`src/mqttp_pkg.sv`:
```
// Shared types and constants for the MQTT inbound packet parser.
// No dependencies; imported by the parser core, the top level, the checker and the testbench.
package mqttp_pkg;

  localparam int MAX_LENGTH_BYTES = 4;  // remaining-length bytes allowed, 1..4

  localparam logic [15:0] MAX_PKT_RESET = 16'd128;

  localparam logic [3:0] TYPE_PUBLISH  = 4'd3;
  localparam logic [3:0] TYPE_PINGREQ  = 4'd12;
  localparam logic [3:0] TYPE_PINGRESP = 4'd13;

  // configuration register indexes
  localparam logic REG_MAX_PKT = 1'b0;

  typedef enum logic [2:0] {
    PH_HEADER  = 3'd0,
    PH_LENGTH  = 3'd1,
    PH_TLEN_HI = 3'd2,
    PH_TLEN_LO = 3'd3,
    PH_TOPIC   = 3'd4,
    PH_PAYLOAD = 3'd5,
    PH_SKIP    = 3'd6
  } phase_t;

  typedef enum logic [2:0] {
    EV_TOPIC    = 3'd0,
    EV_PAYLOAD  = 3'd1,
    EV_PINGREQ  = 3'd2,
    EV_PINGRESP = 3'd3,
    EV_DROP     = 3'd4,
    EV_OTHER    = 3'd5
  } ev_t;

  typedef struct packed {
    ev_t        ev;
    logic [7:0] data;
    logic       last;
  } res_t;

endpackage

```
`src/mqttp_core.sv`:
```
// Framing state machine of the MQTT inbound parser: one byte per step.
// Depends on mqttp_pkg.
module mqttp_core (
  input  logic              clk,
  input  logic              rst_n,
  input  logic              step_i,
  input  logic [7:0]        data_i,
  input  logic [15:0]       max_bytes_i,
  output logic              emit_o,
  output mqttp_pkg::res_t   res_o
);
  import mqttp_pkg::*;

  phase_t      phase_r, phase_nxt;
  logic [3:0]  type_r, type_nxt;
  logic [27:0] rc_r, rc_nxt;
  logic [1:0]  ls_r, ls_nxt;
  logic [15:0] tr_r, tr_nxt;
  logic        drop_r, drop_nxt;

  logic [27:0] rc_acc;
  logic [27:0] rc_dec;
  logic [15:0] tr_dec;
  logic [15:0] tr_lo;
  logic [28:0] total;
  logic        len_full;

  function automatic ev_t end_event(input logic [3:0] t);
    if (t == TYPE_PINGREQ) return EV_PINGREQ;
    if (t == TYPE_PINGRESP) return EV_PINGRESP;
    return EV_OTHER;
  endfunction

  always_comb begin
    unique case (ls_r)
      2'd0: rc_acc = rc_r | {21'b0, data_i[6:0]};
      2'd1: rc_acc = rc_r | {14'b0, data_i[6:0], 7'b0};
      2'd2: rc_acc = rc_r | {7'b0, data_i[6:0], 14'b0};
      2'd3: rc_acc = rc_r | {data_i[6:0], 21'b0};
    endcase
  end

  assign rc_dec   = rc_r - 28'd1;
  assign tr_dec   = tr_r - 16'd1;
  assign tr_lo    = tr_r | {8'b0, data_i};
  assign total    = 29'd2 + {27'b0, ls_r} + {1'b0, rc_acc};
  assign len_full = ({1'b0, ls_r} + 3'd1) >= 3'(MAX_LENGTH_BYTES);

  always_comb begin
    phase_nxt = phase_r;
    type_nxt  = type_r;
    rc_nxt    = rc_r;
    ls_nxt    = ls_r;
    tr_nxt    = tr_r;
    drop_nxt  = drop_r;
    emit_o    = 1'b0;
    res_o     = '{ev: EV_OTHER, data: 8'd0, last: 1'b1};
    if (step_i) begin
      unique case (phase_r)
        PH_HEADER: begin
          type_nxt  = data_i[7:4];
          rc_nxt    = '0;
          ls_nxt    = '0;
          tr_nxt    = '0;
          drop_nxt  = 1'b0;
          phase_nxt = PH_LENGTH;
        end
        PH_LENGTH: begin
          rc_nxt = rc_acc;
          if (data_i[7]) begin
            if (len_full) begin
              phase_nxt = PH_HEADER;
              emit_o    = 1'b1;
              res_o.ev  = EV_DROP;
            end else begin
              ls_nxt = ls_r + 2'd1;
            end
          end else if (total > {13'b0, max_bytes_i}) begin
            drop_nxt  = 1'b1;
            phase_nxt = (rc_acc == '0) ? PH_HEADER : PH_SKIP;
            emit_o    = 1'b1;
            res_o.ev  = EV_DROP;
          end else if (type_r == TYPE_PUBLISH) begin
            if (rc_acc < 28'd2) begin
              // body too short for the topic length
              drop_nxt  = 1'b1;
              phase_nxt = (rc_acc == '0) ? PH_HEADER : PH_SKIP;
              emit_o    = 1'b1;
              res_o.ev  = EV_DROP;
            end else begin
              phase_nxt = PH_TLEN_HI;
            end
          end else if (rc_acc == '0) begin
            phase_nxt = PH_HEADER;
            emit_o    = 1'b1;
            res_o.ev  = end_event(type_r);
          end else begin
            drop_nxt  = 1'b0;
            phase_nxt = PH_SKIP;
          end
        end
        PH_TLEN_HI: begin
          tr_nxt    = {data_i, 8'b0};
          rc_nxt    = rc_dec;
          phase_nxt = PH_TLEN_LO;
        end
        PH_TLEN_LO: begin
          tr_nxt = tr_lo;
          rc_nxt = rc_dec;
          if ({12'b0, tr_lo} > rc_dec) begin
            drop_nxt  = 1'b1;
            phase_nxt = (rc_dec == '0) ? PH_HEADER : PH_SKIP;
            emit_o    = 1'b1;
            res_o.ev  = EV_DROP;
          end else if (tr_lo != '0) begin
            phase_nxt = PH_TOPIC;
          end else if (rc_dec != '0) begin
            phase_nxt = PH_PAYLOAD;
          end else begin
            phase_nxt = PH_HEADER;
            emit_o    = 1'b1;
            res_o.ev  = EV_OTHER;
          end
        end
        PH_TOPIC: begin
          tr_nxt = tr_dec;
          rc_nxt = rc_dec;
          if (tr_dec == '0)
            phase_nxt = (rc_dec == '0) ? PH_HEADER : PH_PAYLOAD;
          emit_o     = 1'b1;
          res_o.ev   = EV_TOPIC;
          res_o.data = data_i;
          res_o.last = (rc_dec == '0);
        end
        PH_PAYLOAD: begin
          rc_nxt = rc_dec;
          if (rc_dec == '0) phase_nxt = PH_HEADER;
          emit_o     = 1'b1;
          res_o.ev   = EV_PAYLOAD;
          res_o.data = data_i;
          res_o.last = (rc_dec == '0);
        end
        PH_SKIP: begin
          rc_nxt = rc_dec;
          if (rc_dec == '0) begin
            phase_nxt = PH_HEADER;
            drop_nxt  = 1'b0;
            // dropped packets already reported their event
            emit_o    = !drop_r;
            res_o.ev  = end_event(type_r);
          end
        end
        default: begin
          phase_nxt = PH_HEADER;
        end
      endcase
    end
  end

  always_ff @(posedge clk) begin
    if (!rst_n) begin
      phase_r <= PH_HEADER;
      type_r  <= '0;
      rc_r    <= '0;
      ls_r    <= '0;
      tr_r    <= '0;
      drop_r  <= 1'b0;
    end else begin
      phase_r <= phase_nxt;
      type_r  <= type_nxt;
      rc_r    <= rc_nxt;
      ls_r    <= ls_nxt;
      tr_r    <= tr_nxt;
      drop_r  <= drop_nxt;
    end
  end

endmodule

```
`src/mqtt_inbound_packet_parser.sv`:
```
// MQTT inbound packet parser, QoS 0: takes one stream byte per request and
// frames fixed header, remaining length, PUBLISH topic and payload, and pings.
// Rate: one byte per clock while out_ready keeps the output register free; each
// byte passes an input register, then the combinational core, and leaves its result
// (if any) in the output register. The only loop is the framing state update in
// mqttp_core. No clearing pass follows reset.
// Depends on mqttp_pkg and mqttp_core.
module mqtt_inbound_packet_parser (
  input  logic        clk,
  input  logic        rst_n,
  // byte stream in
  input  logic        in_valid,
  output logic        in_ready,
  input  logic [7:0]  in_data_byte,
  // results out
  output logic        out_valid,
  input  logic        out_ready,
  output logic [2:0]  out_event_res,
  output logic [7:0]  out_out_byte,
  output logic        out_last,
  // configuration
  input  logic        psel,
  input  logic        penable,
  input  logic        pwrite,
  input  logic [2:0]  paddr,
  input  logic [31:0] pwdata,
  output logic [31:0] prdata,
  output logic        pready
);
  import mqttp_pkg::*;

  logic [15:0] max_pkt_r;
  logic        in_valid_r;
  logic [7:0]  in_data_r;
  logic        out_valid_r;
  res_t        out_res_r;

  logic        adv;
  logic        step;
  logic        emit;
  res_t        res;

  assign pready = 1'b1;
  assign prdata = (paddr[2] == REG_MAX_PKT) ? {16'b0, max_pkt_r} : 32'd0;

  always_ff @(posedge clk) begin
    if (!rst_n) begin
      max_pkt_r <= MAX_PKT_RESET;
    end else if (psel && penable && pwrite && (paddr[2] == REG_MAX_PKT)) begin
      max_pkt_r <= pwdata[15:0];
    end
  end

  // the core advances whenever the output register can take a result
  assign adv      = !out_valid_r || out_ready;
  assign in_ready = !in_valid_r || adv;
  assign step     = in_valid_r && adv;

  always_ff @(posedge clk) begin
    if (!rst_n) begin
      in_valid_r <= 1'b0;
    end else if (in_ready) begin
      in_valid_r <= in_valid;
    end
  end

  always_ff @(posedge clk) begin
    if (in_ready) in_data_r <= in_data_byte;
  end

  mqttp_core u_core (
    .clk         (clk),
    .rst_n       (rst_n),
    .step_i      (step),
    .data_i      (in_data_r),
    .max_bytes_i (max_pkt_r),
    .emit_o      (emit),
    .res_o       (res)
  );

  always_ff @(posedge clk) begin
    if (!rst_n) begin
      out_valid_r <= 1'b0;
    end else if (adv) begin
      out_valid_r <= step && emit;
    end
  end

  always_ff @(posedge clk) begin
    if (adv) out_res_r <= res;
  end

  assign out_valid     = out_valid_r;
  assign out_event_res = out_res_r.ev;
  assign out_out_byte  = out_res_r.data;
  assign out_last      = out_res_r.last;

endmodule

```
`config.mk`:
```
export PLATFORM = sky130hd
export DESIGN_NAME = mqtt_inbound_packet_parser
export DESIGN_NICKNAME = d
export VERILOG_FILES = /design/src/mqttp_pkg.sv /design/src/mqttp_core.sv /design/src/mqtt_inbound_packet_parser.sv
export SDC_FILE = /design/constraint.sdc
export NUM_CORES = 1
export LEC_CHECK = 0
export ABC_AREA = 1
export BUFFER_PORTS_ARGS = -buffer_cell sky130_fd_sc_hd__buf_2
export CORE_MARGIN = 5
export CORE_UTILIZATION = 60
export DETAILED_ROUTE_END_ITERATION = 12
export PLACE_DENSITY = 0.82
export SYNTH_ARGS = -nofsm -noshare
export SYNTH_HDL_FRONTEND = slang
export SYNTH_SLANG_ARGS = --single-unit
```
`constraint.sdc`:
```
create_clock -name clk -period 4.85 [get_ports clk]
set_input_delay 0.485 -clock clk [delete_from_list [all_inputs] [get_ports clk]]
set_output_delay 0.485 -clock clk [all_outputs]
set_load 0.05 [all_outputs]
```
Word level (Yosys, flattened, before mapping)
Index checks and enable logic that the tools add are counted.
W data, S select, Z words.

operators by class
  add/sub/neg operators = 6
  $lt $le $gt $ge = 4
  equal/unequal tests = 22
  multiplexer cells = 78
  bitwise operators = 6
  reduce and logical (&&, ||, !) cells = 31

operators with widths
  cell                     count
  $pmux W28 S4             1
  $pmux W28 S3             1
  $mux W3                  24
  $pmux W16 S4             1
  $logic_not A28 Y1        2
  $mux W1                  43
  $add A29 B28 Y29         1
  $gt A29 B16 Y1           1
  $gt A16 B28 Y1           1
  $lt A28 B2 Y1 const B    1
  $or A28 B14 Y28          1
  $or A28 B21 Y28          1
  $or A28 B28 Y28          1
  $or A28 B7 Y28           1
  $reduce_bool A28 Y1      1
  $sub A28 B1 Y28 const B  1
  $pmux W3 S6              1
  $logic_not A16 Y1        1
  $mux W16                 1
  $or A16 B8 Y16           1
  $reduce_bool A16 Y1      1
  $sub A16 B1 Y16 const B  1
  $pmux W3 S5              1
  $eq A3 B3 Y1 const B     3
  31 further kinds         55

storage, ports and cells
  register bits after elaboration = 92
  input port bits = 50
  output and inout port bits = 47

Depth between registers and ports, before layout
  depth in word-level cells = 23
  depth in mapped cells = 35
  mapped depth without buffers = 32

Hierarchy
From an unflattened synthesis, not the netlist that was laid out.

unflattened totals
  cells, all modules = 1342
  area, all modules = 8355.5 um2

by module, submodules not included
  module                      times used  cells an instance  area each (um2)
  mqttp_core                  1           1152               6621.4
  mqtt_inbound_packet_parser  1           190                1734.2

Least setup slack after synthesis
No wires, ideal clock.

  path kind = register to register
  start point = register u_core.ls_r[1]
  end point = register out_res_r (netlist bit out_event_res[2]), data pin
  setup time = 0.265 ns
  arrival = 4.111 ns
  required time = 4.585 ns
  slack = 0.474 ns
  stages on the path, launching flop included = 30
  buffers on the path = 2
  period minus slack after synthesis = 4.376 ns
  path through = dfxtp_1 inv_1 ha_1 inv_2 nand2_4 buf_12 buf_12 nand2_1 inv_1 ha_1 inv_1 fa_1 nor2_2 nand3_2 nand2_4 nand3_1 xor2_1 ha_1 nand2_1 or3_1 nor4_1 nand3_1 nor2_1 nand2_1 nand2_2 nand2_2 inv_2 nand2_1 nand2_1 o211ai_1

between the ends
  cells in the longest elaborated chain, start to end = 8
  elaborated cells between the ends (all ways) = 14
  those cells by class = add/sub: 2; order compare: 1; eq/ne: 3; mux: 6; reduce/logical: 2

ends and longest elaborated chain
  item                                                                      RTL line                          text
  start: declaration                                                        mqttp_core.sv:17                  logic [1:0] ls_r, ls_nxt;
  start signal: assignment                                                  mqttp_core.sv:172                 ls_r <= ls_nxt;
  parallel branches: the longest is 5 deep, another holds $add A29 B28 Y29  -
  $mux W3 *                                                                 mqttp_core.sv:78                  end else if (total > {13'b0, max_bytes_i}) begin
  $mux W3 *                                                                 mqttp_core.sv:70                  if (data_i[7]) begin
  $pmux W3 S5 *                                                             mqttp_core.sv:59                  unique case (phase_r)
  end signal: assignment                                                    mqtt_inbound_packet_parser.sv:90  if (adv) out_res_r <= res;
  end: declaration                                                          mqtt_inbound_packet_parser.sv:36  res_t out_res_r;

Mark *: on every way between the ends.
A chain may end at the register's enable or synchronous reset.

Worst setup path in the final report
Same ends and word-level chain as after synthesis.

==> results.py <==
metrics = {
    "run_status": {
        "status": "completed",
    },
    "flow_run": {
        "cap_violations": 0,
    },
    "placement": {
        "hpwl_um": 18400,
        "io_buffers": 61,
        "gp_congestion": 0.993,
    },
    "clock_tree": {
        "cts_root_buffer": "clkbuf_16",
        "cts_tree": "yes",
        "cts_made_buffers": 9,
        "post-cts-setup-buffer-count": 0,
        "cts_buffer_depth": 2,
        "clkTransAtPathRegs_ps": 70,
        "cts_sinks": 92,
        "hold_buffers": 0,
        "h-tree-depth": 3,
        "clock_latency_ps": 350,
    },
    "worst_setup_path": {
        "worst_r2r_path_depth": 28,
        "cp-start-kind": "flop",
        "slowest_delay_ps": 400,
        "cpMostUsedCell": "nand2_1",
        "critPathMaxFanout": 7,
        "r2r-start": "u_core.ls_r[1]",
        "worstPathArrival_ps": 4590,
        "crit_buf_inv": 5,
        "regToRegSetupSlack_ps": 360,
        "cp_slowest_cell": "fa_1",
        "cp_top_family": "simple AND/OR/NAND/NOR gates",
        "endpoint_kind": "flop",
        "cp-startpoint": "u_core.ls_r[1]",
        "r2r-end": "out_event_res[2]",
        "cp.required_ps": 4950,
        "crit_end": "out_event_res[2]",
        "critical_path_class": "flop to flop",
        "crit_cells": 28,
    },
    "timing": {
        "setup_violations": 0,
        "tns_ps": 0,
        "finalMaxSlewViolations": 0,
        "tightest_slew_ps": 855,
        "fin_worst_skew_ps": 5.89,
        "fin_crit_sh": 0.926,
        "finalHoldViolations": 0,
        "grt_setup_unrepaired": "false",
        "fmax_mhz": 223,
        "post-route-min-period_ps": 4490,
        "relSlewSlack": 0.430,
        "holdWs_ps": 300,
    },
    "final_layout": {
        "drive_gt1_frac": 0.133,
        "finalNetCount": 1454,
        "n_antenna_cell": 0,
        "syn2layout_area_growth_pct": 8.00,
        "post-route-util": 0.666,
        "fill_cells": 1291,
    },
    "detailed_routing": {
        "wl_per_cell_um": 15.3,
        "drt_iter0_drc": 957,
        "wl_um": 23500,
        "drt_pass1_iterations": 6,
        "num_vias": 8682,
        "route.detailed.drc": 0,
        "ant_nets": 0,
        "viasPerCell": 5.63,
    },
    "floorplanning": {
        "die_w_um": 127,
        "die_area_um2": 16200,
        "coreArea_um2": 13300,
        "start_util": 0.617,
        "die_y_um": 127,
        "ios": 97,
        "num_rows": 42,
    },
    "yosys": {
        "synthCells": 1311,
        "synth_ff_type": "dfxtp_1",
        "ys_seq_area_frac": 0.248,
        "ys_ff_latch": 92,
        "synth_edf_count": 20,
        "yosysUniqueCellTypes": 50,
        "ys_async_sr_fraction": 0,
        "ys_warn_count": 0,
        "synth.avg_cell_area_um2": 6.28,
        "synth_area_um2": 8230,
    },
    "global_routing": {
        "antenna_found_initial": 0,
        "track_usage": 0.294,
        "grt_pass1_vias": 8063,
        "overflow": 0,
        "grt_max_degree": 58,
        "grt_pass1_wl_um": 38900,
    },
    "power_and_ir_drop": {
        "p_seq_frac": 0.387,
        "pwr-share-comb": 0.299,
        "netSwitchingFraction": 0.380,
        "ir_worst_vdd_v": 0.000165,
        "powerDensity_nw_per_um2": 245,
        "switchingPower_mw": 0.829,
        "finalPower_mw": 2.18,
        "internal-power_mw": 1.35,
        "power_leakage_nw": 4.18,
        "power_frac_clock": 0.314,
    },
    "hold_path": {
        "holdCritPathClass": "input pin to flop",
    },
}
routing by layer:
layer / global-route usage / wire length (um) / vias to the layer above
li1: - / - / 4338
met1: 0.417 / 10400 / 3928
met2: 0.463 / 10500 / 373
met3: 0.0451 / 2140 / 43
met4: 0.0896 / 489 / 0
met5: 0 / 0 / -
power by group through the flow:
stage               logic (mW)  registers, mW  clock network [mW]
floorplan                0.497          0.852                   0
global placement         0.622          0.859                   0
detailed placement       0.635          0.860                   0
finish                   0.653          0.844               0.684
global route             0.734          0.847               0.727
CTS                      0.639          0.842               0.690
placed cells by master (no fill, tap or decap), types with 31 or more instances in the layout:
master   count
nand2_1    330
nor2_1     167
inv_1      161
nand3_1     91
o21ai_0     72
dfxtp_1     72
a21oi_1     63
buf_2       61
ha_1        42
nand4_1     35
xor2_1      31
per-stage QoR:
stage / worst slack, ps / instances / instance area (um2)
2_1_floorplan: 474 / 1326 / 8290
3_3_place_gp: 435 / 1526 / 8610
3_5_place_dp: 350 / 1526 / 8610
4_1_cts: 303 / 1542 / 8880
5_1_grt: 27.5 / 1542 / 8890
6_report: 358 / 1542 / 8890
cell type report:
cell class / count / area, um2 / share of cell area
inverters: 169 / 637 / 0.0716
clock inverters: 7 / 51.3 / 0.00577
flip-flops and latches: 92 / 2040 / 0.230
repair buffers: 75 / 410 / 0.0462
multi-input cells: 1014 / 5300 / 0.597
well taps: 176 / 220 / 0.0248
clock buffers: 9 / 225 / 0.0253
cells by family after synthesis:
logic type      share of synthesized area
compound gates                      0.130
xor+xnor                           0.0362
fa+ha+maj                          0.0663
buf+inv                             0.117
flops                               0.248
other cells                      0.000912
simple gates                        0.402
worst register-to-register path, delay by kind of cell (launching register included):
kind                     cells  cell delay [ps]
AND/OR/NAND/NOR             16             1970
adder cells (fa/ha/maj)      4             1190
buffers and inverters        5              400
flip-flops                   1              310
AO/OA/AOI/OAI                2              250
XOR/XNOR                     1              100
worst min-delay path by stage:
stage | to | startpoint | depth (start not counted)
after floorplan | max_pkt_r[0] | max_pkt_r[0] | 2
after global placement | max_pkt_r[0] | max_pkt_r[0] | 2
after detailed placement | max_pkt_r[9] | max_pkt_r[9] | 2
after CTS | in_data_r[3] | in_data_byte[3] | 1
after global routing | in_data_r[6] | in_data_byte[6] | 1
final | in_data_r[3] | in_data_byte[3] | 1
state kept, by name (all words and copies together) (netlist names):
signal / cells
out_out_byte: 8
u_core.rc_r: 28
u_core.ls_r: 2
u_core.drop_r: 1
u_core.type_r: 4
u_core.phase_r: 3
u_core.tr_r: 16
in_data_r: 8
in_valid_r: 1
out_valid: 1
max_pkt_r: 16
out_last: 1
out_event_res: 3
synthesized netlist by cell type (3+ instances only):
cell type	number	area, um2
nand2_1	330	1240
nor2_1	168	631
inv_1	161	604
nand3_1	91	455
dfxtp_1	72	1440
o21ai_0	72	360
a21oi_1	64	320
ha_1	42	526
nand4_1	35	219
xor2_1	31	272
a31oi_1	28	175
clkbuf_1	24	90.1
nor2_2	24	150
nand2_2	22	138
edfxtp_1	20	601
buf_4	19	143
nor3_1	18	90.1
o22ai_1	12	75.1
nor2_4	9	101
nand2_4	7	78.8
inv_2	6	22.5
nand3_2	6	60.1
o211ai_1	4	30.0
o21ai_2	4	35.0
buf_6	3	33.8
o21ai_1	3	15.0
xnor2_1	3	26.3
repair_timing:
action                                  CTS  global route
endpoints found under the setup margin    0             2
hold endpoints to repair                  0             0
gates resized for setup                   0             1
No activity file was read; power rests on OpenSTA's default activity.
